## src/rtl/srld_pkg.sv

```systemverilog
// Package for the sample run-length decoder: phase and event codes, constants, code lookup.
`default_nettype none

package srld_pkg;

    localparam int unsigned NUM_CODES = 4;
    localparam int unsigned CFG_IDX_W = 3;
    localparam int unsigned CFG_DATA_W = 16;

    localparam logic [7:0] LOOP_MARK = 8'hfe;
    localparam logic [7:0] END_MARK = 8'hfc;
    localparam logic [15:0] NO_LOOP = 16'hffff;

    typedef enum logic [2:0] {
        PH_ENDED,
        PH_TONE,
        PH_TONE_LOW,
        PH_VOL,
        PH_VOL_COUNT,
        PH_VOL_LEVEL
    } t_phase;

    typedef enum logic [1:0] {
        EV_RUN,
        EV_LOOP,
        EV_END
    } t_event;

    typedef enum logic [CFG_IDX_W-1:0] {
        CFG_VOLUME_MARKER,
        CFG_CODE_A,
        CFG_CODE_B,
        CFG_CODE_C,
        CFG_CODE_D
    } t_cfg_reg;

    typedef logic [NUM_CODES-1:0][15:0] t_code_table;

    // run length of the first entry whose nonzero code matches, else 0
    function automatic logic [7:0] lookup_len(input logic [7:0] b, input t_code_table tbl);
        logic [7:0] len;
        logic       found;
        len = 8'd0;
        found = 1'b0;
        for (int i = 0; i < NUM_CODES; i++) begin
            if (!found && tbl[i][15:8] != 8'd0 && tbl[i][15:8] == b) begin
                len = tbl[i][7:0];
                found = 1'b1;
            end
        end
        return len;
    endfunction

endpackage

`default_nettype wire

```

## src/rtl/sample_run_length_decoder.sv

```systemverilog
// Top level of the sample run-length decoder: byte decode, run state and result register.
`default_nettype none

// Sample run-length decoder. Packed sample bytes enter one per transfer on the
// input channel and every byte is decoded in the cycle it is taken, so the block
// sustains one byte per clock: a byte is taken whenever the result register is
// empty or its result is being taken in the same cycle. A byte yields at most one
// result transfer (a line run, a loop point or the end of the sample), which is
// registered and valid in the cycle after the input transfer. The limit is the decode
// state itself, which every byte reads and updates. sample_start on a byte
// restarts decoding at that byte, even in the middle of a sample; after reset
// and after an end code, bytes without sample_start are dropped silently. The
// line total in line_position saturates at 65535. Configuration (volume marker,
// four code table entries) is written through i_cfg_we/i_cfg_index/i_cfg_data,
// indexes 5 to 7 are ignored; write only while the block is idle.
module sample_run_length_decoder (
    input  wire logic                              i_clk,
    input  wire logic                              i_rst_n,
    // configuration
    input  wire logic                              i_cfg_we,
    input  wire logic [srld_pkg::CFG_IDX_W-1:0]    i_cfg_index,
    input  wire logic [srld_pkg::CFG_DATA_W-1:0]   i_cfg_data,
    // byte input
    input  wire logic                              i_in_valid,
    output logic                                   o_in_stall,
    input  wire logic [7:0]                        i_data_byte,
    input  wire logic                              i_sample_start,
    // result output
    output logic                                   o_out_valid,
    input  wire logic                              i_out_stall,
    output logic [1:0]                             o_event_kind,
    output logic [7:0]                             o_repeat_count,
    output logic                                   o_tone_enabled,
    output logic                                   o_noise_enabled,
    output logic [1:0]                             o_noise_freq,
    output logic [10:0]                            o_tone_deviation,
    output logic [3:0]                             o_left_level,
    output logic [3:0]                             o_right_level,
    output logic [15:0]                            o_line_position,
    output logic [15:0]                            o_loop_line
);
    import srld_pkg::*;

    // configuration registers
    logic [7:0]  r_marker;
    t_code_table r_codes;

    // decode state
    t_phase      r_phase, n_phase;
    logic [7:0]  r_tone, n_tone;
    logic [7:0]  r_vol, n_vol;
    logic        r_tone_en, n_tone_en;
    logic        r_noise_en, n_noise_en;
    logic [1:0]  r_noise_fq, n_noise_fq;
    logic [10:0] r_dev, n_dev;
    logic [3:0]  r_left, n_left;
    logic [3:0]  r_right, n_right;
    logic [15:0] r_total, n_total;
    logic [15:0] r_loop, n_loop;

    // result register
    logic        r_out_valid;
    t_event      r_kind, n_kind;
    logic [7:0]  r_count, n_count;
    logic        r_o_tone_en, r_o_noise_en;
    logic [1:0]  r_o_noise_fq;
    logic [10:0] r_o_dev;
    logic [3:0]  r_o_left, r_o_right;
    logic [15:0] r_pos, n_pos;
    logic [15:0] r_loop_line, n_loop_line;
    logic        n_res_valid;
    logic        n_line_fields;

    logic        in_fire;

    // a byte may enter unless a held result is stalled
    assign o_in_stall = r_out_valid && i_out_stall;
    assign in_fire = i_in_valid && !o_in_stall;

    always_ff @(posedge i_clk) begin
        if (!i_rst_n) begin
            r_marker <= '0;
            r_codes <= '0;
        end else if (i_cfg_we) begin
            case (i_cfg_index)
                CFG_VOLUME_MARKER: r_marker <= i_cfg_data[7:0];
                CFG_CODE_A:        r_codes[0] <= i_cfg_data;
                CFG_CODE_B:        r_codes[1] <= i_cfg_data;
                CFG_CODE_C:        r_codes[2] <= i_cfg_data;
                CFG_CODE_D:        r_codes[3] <= i_cfg_data;
                default: ;
            endcase
        end
    end

    // next decode state and result for the byte at the input
    always_comb begin : decode
        t_phase      s_phase;
        logic [7:0]  s_vol;
        logic [7:0]  len;
        logic [7:0]  cnt;
        logic [7:0]  tone_left;
        logic [16:0] sum;
        logic        do_emit;

        // sample start clears everything but configuration
        s_phase = i_sample_start ? PH_TONE : r_phase;
        s_vol = i_sample_start ? 8'd0 : r_vol;
        n_tone = i_sample_start ? 8'd1 : r_tone;
        n_vol = s_vol;
        n_tone_en = i_sample_start ? 1'b0 : r_tone_en;
        n_noise_en = i_sample_start ? 1'b0 : r_noise_en;
        n_noise_fq = i_sample_start ? 2'd0 : r_noise_fq;
        n_dev = i_sample_start ? 11'd0 : r_dev;
        n_left = i_sample_start ? 4'd0 : r_left;
        n_right = i_sample_start ? 4'd0 : r_right;
        n_total = i_sample_start ? 16'd0 : r_total;
        n_loop = i_sample_start ? NO_LOOP : r_loop;
        n_phase = s_phase;

        n_res_valid = 1'b0;
        n_line_fields = 1'b0;
        n_kind = EV_RUN;
        n_count = 8'd0;
        n_pos = n_total;
        n_loop_line = 16'd0;
        do_emit = 1'b0;
        len = lookup_len(i_data_byte, r_codes);
        cnt = 8'd0;
        tone_left = 8'd0;
        sum = 17'd0;

        case (s_phase)
            PH_TONE: begin
                if (!i_data_byte[0]) begin
                    if (i_data_byte == LOOP_MARK) begin
                        n_loop = n_total;
                        n_res_valid = 1'b1;
                        n_kind = EV_LOOP;
                    end else if (i_data_byte == END_MARK) begin
                        n_res_valid = 1'b1;
                        n_kind = EV_END;
                        n_loop_line = (n_loop < n_total) ? n_loop : n_total;
                        n_phase = PH_ENDED;
                    end else begin
                        // even prefix: repeat = 2 + byte/2
                        n_tone = 8'd2 + {1'b0, i_data_byte[7:1]};
                    end
                end else begin
                    n_tone_en = i_data_byte[4];
                    n_noise_en = i_data_byte[5];
                    n_noise_fq = i_data_byte[7:6];
                    n_dev = {i_data_byte[3:1], 8'd0};
                    n_phase = PH_TONE_LOW;
                end
            end
            PH_TONE_LOW: begin
                n_dev = {n_dev[10:8], i_data_byte};
                if (s_vol == 8'd0) begin
                    n_phase = PH_VOL;
                end else begin
                    do_emit = 1'b1;
                end
            end
            PH_VOL: begin
                // marker test wins over the code table
                if (i_data_byte == r_marker) begin
                    n_phase = PH_VOL_COUNT;
                end else if (len != 8'd0) begin
                    n_vol = len;
                    n_phase = PH_VOL_LEVEL;
                end else begin
                    n_left = i_data_byte[3:0];
                    n_right = i_data_byte[7:4];
                    n_vol = 8'd1;
                    do_emit = 1'b1;
                end
            end
            PH_VOL_COUNT: begin
                n_vol = i_data_byte;
                n_phase = PH_VOL_LEVEL;
            end
            PH_VOL_LEVEL: begin
                n_left = i_data_byte[3:0];
                n_right = i_data_byte[7:4];
                if (s_vol == 8'd0) begin
                    n_phase = PH_VOL;
                end else begin
                    do_emit = 1'b1;
                end
            end
            PH_ENDED: ;
            default: n_phase = PH_ENDED;
        endcase

        if (do_emit) begin
            cnt = (n_tone < n_vol) ? n_tone : n_vol;
            n_res_valid = 1'b1;
            n_line_fields = 1'b1;
            n_kind = EV_RUN;
            n_count = cnt;
            sum = {1'b0, n_total} + {9'd0, cnt};
            n_total = sum[16] ? 16'hffff : sum[15:0];
            tone_left = n_tone - cnt;
            n_vol = n_vol - cnt;
            if (tone_left == 8'd0) begin
                n_tone = 8'd1;
                n_phase = PH_TONE;
            end else begin
                n_tone = tone_left;
                n_phase = PH_VOL;
            end
        end
    end

    always_ff @(posedge i_clk) begin
        if (!i_rst_n) begin
            r_phase <= PH_ENDED;
            r_tone <= 8'd0;
            r_vol <= 8'd0;
            r_tone_en <= 1'b0;
            r_noise_en <= 1'b0;
            r_noise_fq <= 2'd0;
            r_dev <= 11'd0;
            r_left <= 4'd0;
            r_right <= 4'd0;
            r_total <= 16'd0;
            r_loop <= NO_LOOP;
        end else if (in_fire) begin
            r_phase <= n_phase;
            r_tone <= n_tone;
            r_vol <= n_vol;
            r_tone_en <= n_tone_en;
            r_noise_en <= n_noise_en;
            r_noise_fq <= n_noise_fq;
            r_dev <= n_dev;
            r_left <= n_left;
            r_right <= n_right;
            r_total <= n_total;
            r_loop <= n_loop;
        end
    end

    // result register: loads on a byte that yields a result, empties when taken
    always_ff @(posedge i_clk) begin
        if (!i_rst_n) begin
            r_out_valid <= 1'b0;
        end else if (in_fire) begin
            r_out_valid <= n_res_valid;
        end else if (!i_out_stall) begin
            r_out_valid <= 1'b0;
        end
    end

    always_ff @(posedge i_clk) begin
        if (in_fire && n_res_valid) begin
            r_kind <= n_kind;
            r_count <= n_count;
            r_o_tone_en <= n_line_fields ? n_tone_en : 1'b0;
            r_o_noise_en <= n_line_fields ? n_noise_en : 1'b0;
            r_o_noise_fq <= n_line_fields ? n_noise_fq : 2'd0;
            r_o_dev <= n_line_fields ? n_dev : 11'd0;
            r_o_left <= n_line_fields ? n_left : 4'd0;
            r_o_right <= n_line_fields ? n_right : 4'd0;
            r_pos <= n_pos;
            r_loop_line <= n_loop_line;
        end
    end

    assign o_out_valid = r_out_valid;
    assign o_event_kind = r_kind;
    assign o_repeat_count = r_count;
    assign o_tone_enabled = r_o_tone_en;
    assign o_noise_enabled = r_o_noise_en;
    assign o_noise_freq = r_o_noise_fq;
    assign o_tone_deviation = r_o_dev;
    assign o_left_level = r_o_left;
    assign o_right_level = r_o_right;
    assign o_line_position = r_pos;
    assign o_loop_line = r_loop_line;

`ifndef ASSERT_OFF
    // a line run always covers at least one line
    a_run_nonzero: assert property (@(posedge i_clk) disable iff (!i_rst_n)
        (o_out_valid && o_event_kind == EV_RUN) |-> (o_repeat_count != 8'd0))
        else $error("line run with zero repeat count");

    // loop line is clamped to the line total
    a_loop_clamped: assert property (@(posedge i_clk) disable iff (!i_rst_n)
        (o_out_valid && o_event_kind == EV_END) |-> (o_loop_line <= o_line_position))
        else $error("loop line beyond line total");

    // bytes outside a sample give nothing
    a_idle_silent: assert property (@(posedge i_clk) disable iff (!i_rst_n)
        (in_fire && r_phase == PH_ENDED && !i_sample_start) |=> !o_out_valid)
        else $error("result from a byte outside a sample");

    // inside a sample the tone count never drops to zero
    a_tone_live: assert property (@(posedge i_clk) disable iff (!i_rst_n)
        (r_phase != PH_ENDED) |-> (r_tone != 8'd0))
        else $error("tone count zero while decoding");
`endif

endmodule

`default_nettype wire

```

## config.mk

```make
export PLATFORM = sky130hd
export DESIGN_NAME = sample_run_length_decoder
export DESIGN_NICKNAME = d
export VERILOG_FILES = /design/src/rtl/srld_pkg.sv /design/src/rtl/sample_run_length_decoder.sv
export SDC_FILE = /design/constraint.sdc
export NUM_CORES = 1
export LEC_CHECK = 0
export BUFFER_PORTS_ARGS = -buffer_cell sky130_fd_sc_hd__buf_2
export CELL_PAD_IN_SITES_DETAIL_PLACEMENT = 1
export CELL_PAD_IN_SITES_GLOBAL_PLACEMENT = 2
export CORE_UTILIZATION = 37
export CTS_CLUSTER_DIAMETER = 40
export DETAILED_ROUTE_END_ITERATION = 10
export GPL_ROUTABILITY_DRIVEN = 0
export PLACE_DENSITY = 0.84
export REMOVE_ABC_BUFFERS = 1
export SYNTH_ARGS = -nofsm -noshare
export SYNTH_HDL_FRONTEND = slang
export SYNTH_SLANG_ARGS = --single-unit
export TNS_END_PERCENT = 30
```

## constraint.sdc

```tcl
create_clock -name i_clk -period 9.1 [get_ports i_clk]
set_input_delay 0.455 -clock i_clk [delete_from_list [all_inputs] [get_ports i_clk]]
set_output_delay 0.455 -clock i_clk [all_outputs]
set_load 0.1 [all_outputs]
```

# Word level (Yosys, flattened, before mapping)
# Index checks and enable logic that the tools add are counted.
# classes
n_addsub	4
order_cmp	2
eq_ne	17
mux	72
bitwise_logic	2
reduce_logical	32
# ops
cell	count
2-to-1 mux 16 bit	8
2-to-1 mux 8 bit	16
== test 8 bit	5
nonzero test 8 bit	5
2-to-1 mux 3 bit	8
2-to-1 mux 4 bit	6
2-to-1 mux 11 bit	2
one-hot mux 11 bit (2 select lines)	1
2-to-1 mux 1 bit	21
adder 16 x 8 -> 17 bit	1
== test 8 bit (second input constant)	2
zero test 8 bit	2
< comparator 16 bit	1
one-hot mux 4 bit (2 select lines)	2
one-hot mux 8 bit (2 select lines)	1
subtractor 8 bit	2
one-hot mux 3 bit (5 select lines)	1
== test 3 x 2 -> 1 bit (second input constant)	4
logical AND 1 bit	10
2-to-1 mux 2 bit	5
AND reduction 2 bit	5
== test 3 bit (second input constant)	3
adder 2 x 7 -> 8 bit (first input constant)	1
< comparator 8 bit	1
9 further kinds	16
# word_totals
reg_bits	212
in_bits	33
out_inout_bits	67
wordCells	157

# Longest topological paths before layout
# logic_depth
word_depth	25
mapped_depth	34
ltp_nobuf	31

# Worst setup path after synthesis
# Ideal clock, no wire load.
# synth_timing
kind	input-to-reg
from	in i_data_byte[2]
to	reg r_kind[0], in the netlist o_event_kind[0] (enable)
setup_ps	511
arrival_time_ps	6307
required_time_ps	8589
path_slack_ps	2282
path_stages	12
path_buffers	3
path_cell_list	buf_6 xor2_2 nor4_4 and3_4 buf_6 nor4b_1 a211o_1 or3b_4 nor4_4 a21oi_1 clkbuf_1 a21oi_1
# synth_between
elab_chain_cells	21
elab_cells_between_ends	34
classes_between	eq/ne: 7; mux: 15; reduce/logical: 12
# synth_lines
element	line_no	rtl
start, declared	sample_run_length_decoder.sv:26	input wire logic [7:0] i_data_byte,
== test 8 bit	srld_pkg.sv:46	if (!found && tbl[i][15:8] != 8'd0 && tbl[i][15:8] == b) begin
logical AND 1 bit	srld_pkg.sv:46	
2-to-1 mux 1 bit	srld_pkg.sv:46	
zero test 1 bit	srld_pkg.sv:46	
logical AND 1 bit (2 in series)	srld_pkg.sv:46	
2-to-1 mux 1 bit	srld_pkg.sv:46	
zero test 1 bit	srld_pkg.sv:46	
logical AND 1 bit (2 in series)	srld_pkg.sv:46	
[... 2 more ...]	--	
logical AND 1 bit (2 in series)	srld_pkg.sv:46	
2-to-1 mux 8 bit	srld_pkg.sv:46	
nonzero test 8 bit	sample_run_length_decoder.sv:169	end else if (len != 8'd0) begin
2-to-1 mux 1 bit	sample_run_length_decoder.sv:169	
2-to-1 mux 1 bit	sample_run_length_decoder.sv:167	if (i_data_byte == r_marker) begin
one-hot mux 1 bit (2 select lines)	sample_run_length_decoder.sv:133	case (s_phase)
2-to-1 mux 1 bit *	sample_run_length_decoder.sv:196	if (do_emit) begin
logical AND 1 bit *	sample_run_length_decoder.sv:256	if (in_fire && n_res_valid) begin
end signal, assigned	sample_run_length_decoder.sv:257	r_kind <= n_kind;
end, declared	sample_run_length_decoder.sv:63	t_event r_kind, n_kind;
# Every way passes the cells marked *; elsewhere a longest branch is shown, timed or not.
# A chain may end at the register's enable or synchronous reset.

# Final worst setup path
# layout_timing
from	reg r_codes[27] (netlist name)
to	reg r_phase[1]
# layout_between
elab_chain_cells	22
elab_cells_between_ends	31
classes_between	add/sub: 1; order compare: 1; eq/ne: 1; mux: 17; reduce/logical: 11
# layout_lines
element	line_no	rtl
start, declared	sample_run_length_decoder.sv:46	t_code_table r_codes;
nonzero test 8 bit	srld_pkg.sv:46	
logical AND 1 bit	srld_pkg.sv:46	
logical AND 1 bit *	srld_pkg.sv:46	
2-to-1 mux 1 bit	srld_pkg.sv:46	
zero test 1 bit	srld_pkg.sv:46	
logical AND 1 bit (2 in series)	srld_pkg.sv:46	
2-to-1 mux 1 bit	srld_pkg.sv:46	
zero test 1 bit	srld_pkg.sv:46	
[... 5 more ...]	--	
2-to-1 mux 8 bit	sample_run_length_decoder.sv:167	
one-hot mux 8 bit (2 select lines)	sample_run_length_decoder.sv:133	
< comparator 8 bit	sample_run_length_decoder.sv:197	cnt = (n_tone < n_vol) ? n_tone : n_vol;
2-to-1 mux 8 bit	sample_run_length_decoder.sv:197	
subtractor 8 bit	sample_run_length_decoder.sv:204	tone_left = n_tone - cnt;
zero test 8 bit	sample_run_length_decoder.sv:206	if (tone_left == 8'd0) begin
2-to-1 mux 2 bit	sample_run_length_decoder.sv:206	
2-to-1 mux 3 bit *	sample_run_length_decoder.sv:196	
end signal, assigned	sample_run_length_decoder.sv:230	r_phase <= n_phase;
end, declared	sample_run_length_decoder.sv:49	t_phase r_phase, n_phase;
# Marks and branches as above.

==> results.json <==
{
  "peakVddDrop_mv": 0.144,
  "cts.root.buffer_cell": "clkbuf_16",
  "dp_hpwl_um": 27900,
  "setup.worst_path.start_class": "flip-flop",
  "cts-buffers-inserted": 40,
  "synth_cell_types": 84,
  "worstMarginPinSlew_ps": 1130,
  "p_leak_nw": 5.26,
  "yosysWarnings": 0,
  "critPathKind": "flip-flop to flip-flop",
  "cts_resized": 0,
  "cts_max_path_buffers": 3,
  "yosys_register_bits": 212,
  "cts_setup_buffers": 0,
  "detail-route-antenna-nets": 0,
  "period_needed_ps": 7370,
  "netlist_instances": 1439,
  "hold_buffers": 0,
  "stdcell_area_um2": 14200,
  "fp.dieArea_um2": 33100,
  "cts_tree": "built",
  "grt_max_degree": 80,
  "status": "finished, final reports clean",
  "syn-cell-area_um2": 12000,
  "total_power_mw": 3.06,
  "drc": 0,
  "worstPathRequired_ps": 9500,
  "min_period_over_period_pct": 81.0,
  "synthDominantCellAreaShare_pct": 24.5,
  "nNetsFinal": 1581,
  "via_count": 11100,
  "drt_first_pass_iters": 5,
  "synth.most_common_cell": "nand2_1",
  "worstHoldPathCells": 3,
  "synth_area_leader_cell": "dfxtp_1",
  "finClkSkew_ps": 29.1,
  "clk_latency_ps": 530,
  "pin_count": 100,
  "end_kind": "flip-flop",
  "ys.flop_type": "dfxtp_1",
  "rows": 65,
  "placed_cell_area_um2": 12800,
  "antenna_cells": 0,
  "holdWs_ps": 201,
  "grt_pass1_wl_um": 63500,
  "ys_seq_area_share_pct": 40.8,
  "path_buf_inv": 2,
  "coreArea_um2": 31700,
  "drive_gt1_share_pct": 15.2,
  "drt-initial-drc-count": 566,
  "avgSynthCellArea_um2": 8.33,
  "worst_slack_ps": 1730,
  "slew_violations": 0,
  "slew_headroom_pct": 24.6,
  "grt_pass1_vias": 11500,
  "routed_via_density": 5.75,
  "critPathTopFamily": "compound AO/OA/AOI/OAI gates",
  "wl_um": 39700,
  "cts_max_level": 2,
  "syn_to_final_growth_pct": 18.5,
  "worstSetupPathDepth": 27,
  "rsz0062_at_grt": "no",
  "critical-path-max-stage-delay_ps": 580,
  "routedWlPerCell_um": 20.5,
  "preCtsSetupSlack_ps": 1310,
  "slowest_stage": "o21ai_0",
  "start_util_pct": 37.8,
  "setup_viol": 0,
  "synth_edf_count": 65,
  "portBuffers": 99,
  "final.setup.tns_ps": 0,
  "arrival_ps": 7770,
  "ff2ff_path_depth": 27,
  "hold_viol_final": 0,
  "grtUsageTotal_pct": 24.1,
  "ys_top_cells_by_count": "nand2_1 (233), a21oi_1 (153), dfxtp_1 (147)",
  "async_flop_share_pct": 0,
  "holdCritPathClass": "primary input to flip-flop",
  "synthTopCellsByArea": "dfxtp_1 (25%), edfxtp_1 (16%), nand2_1 (7.3%)",
  "power.density_nw_per_um2": 215,
  "fp.dieH_um": 182,
  "clock.fmax_mhz": 136,
  "grt_overflow": 0,
  "dieWidth_um": 182,
  "maxCapViolations": 0,
  "clock-sinks": 212,
  "antenna_found_initial": 0,
  "path_max_fanout": 12,
  "clk_pin_slew_ps": 50
}
## flip-flops by register name (all words and copies together), names as in the netlist, 8 cells and up
name,count
r_total,16
o_loop_line,16
r_loop,16
r_marker,8
o_repeat_count,8
o_line_position,16
o_tone_deviation,11
r_dev,11
r_tone,8
r_vol,8
r_codes,64
## path summary, 6_finish.rpt
check | start | end | slack [ps]
worst max register to register | r_codes[27] | r_phase[1] | 1730
worst max-delay path | r_codes[27] | r_phase[1] | 1730
worst min register to register | r_codes[34] | r_codes[34] | 450
worst min-delay path | i_cfg_data[15] | r_codes[31] | 200
## stage by stage
| stage | std cells | utilization (%) |
|---|---|---|
| floorplan | 1344 | - |
| detailed placement | 1865 | 40.3 |
| CTS | 1939 | 44.8 |
| global route | 1939 | 44.8 |
| global placement | 1865 | 40.3 |
| finish | 1939 | 44.8 |
## layout by cell type, fill, tap and decap left out, types with 37 or more instances in the layout
cell | netlist | layout
a21oi_1 | 153 | 151
a22oi_1 | 42 | 42
buf_2 | 10 | 99
clkbuf_16 | 0 | 43
dfxtp_1 | 147 | 147
edfxtp_1 | 65 | 65
ha_1 | 40 | 40
inv_1 | 52 | 51
nand2_1 | 233 | 233
nand3_1 | 40 | 40
nor2_1 | 117 | 116
o21ai_0 | 38 | 38
xor2_1 | 37 | 37
## logic make-up (layout without fill, tap and decap cells)
kind of cell               count (synthesis)  in the layout  synth area share (%)
and+or+nand+nor                          549            549                  21.6
AOI/OAI and AO/OA                        419            419                  22.8
DFF                                      212            212                  40.8
buffers and inverters                    149            247                  5.03
xor gates and xnor gates                  58             58                  4.30
adders and majority gates                 45             45                  4.84
muxes                                      7              7                 0.605
## routing by layer
layer / track usage, % / share of wire [%]
met1: 30.8 / 44
met3: 3.51 / 4.3
met2: 41.1 / 48
met5: 0 / 0
met4: 8.74 / 3.1
## cell type report
class	instances	area, um^2
fillers	3769	17500
clock inverters	28	358
multi-input cells	1078	6520
repair buffers	119	646
clock buffers	46	1090
inverters	54	204
flip-flops and latches	212	4890
well taps	402	503
## where the power goes
| part | internal [mW] | switching (mW) |
|---|---|---|
| Sequential | 0.993 | 0.0167 |
| Clock | 1.04 | 0.544 |
| Combinational | 0.153 | 0.313 |
| Total | 2.19 | 0.874 |
## worst min-delay path, stage by stage
cell	delay, ps
buf_2	120
nand2_1	50
a21oi_1	50
No activity file was read; power rests on OpenSTA's default activity.
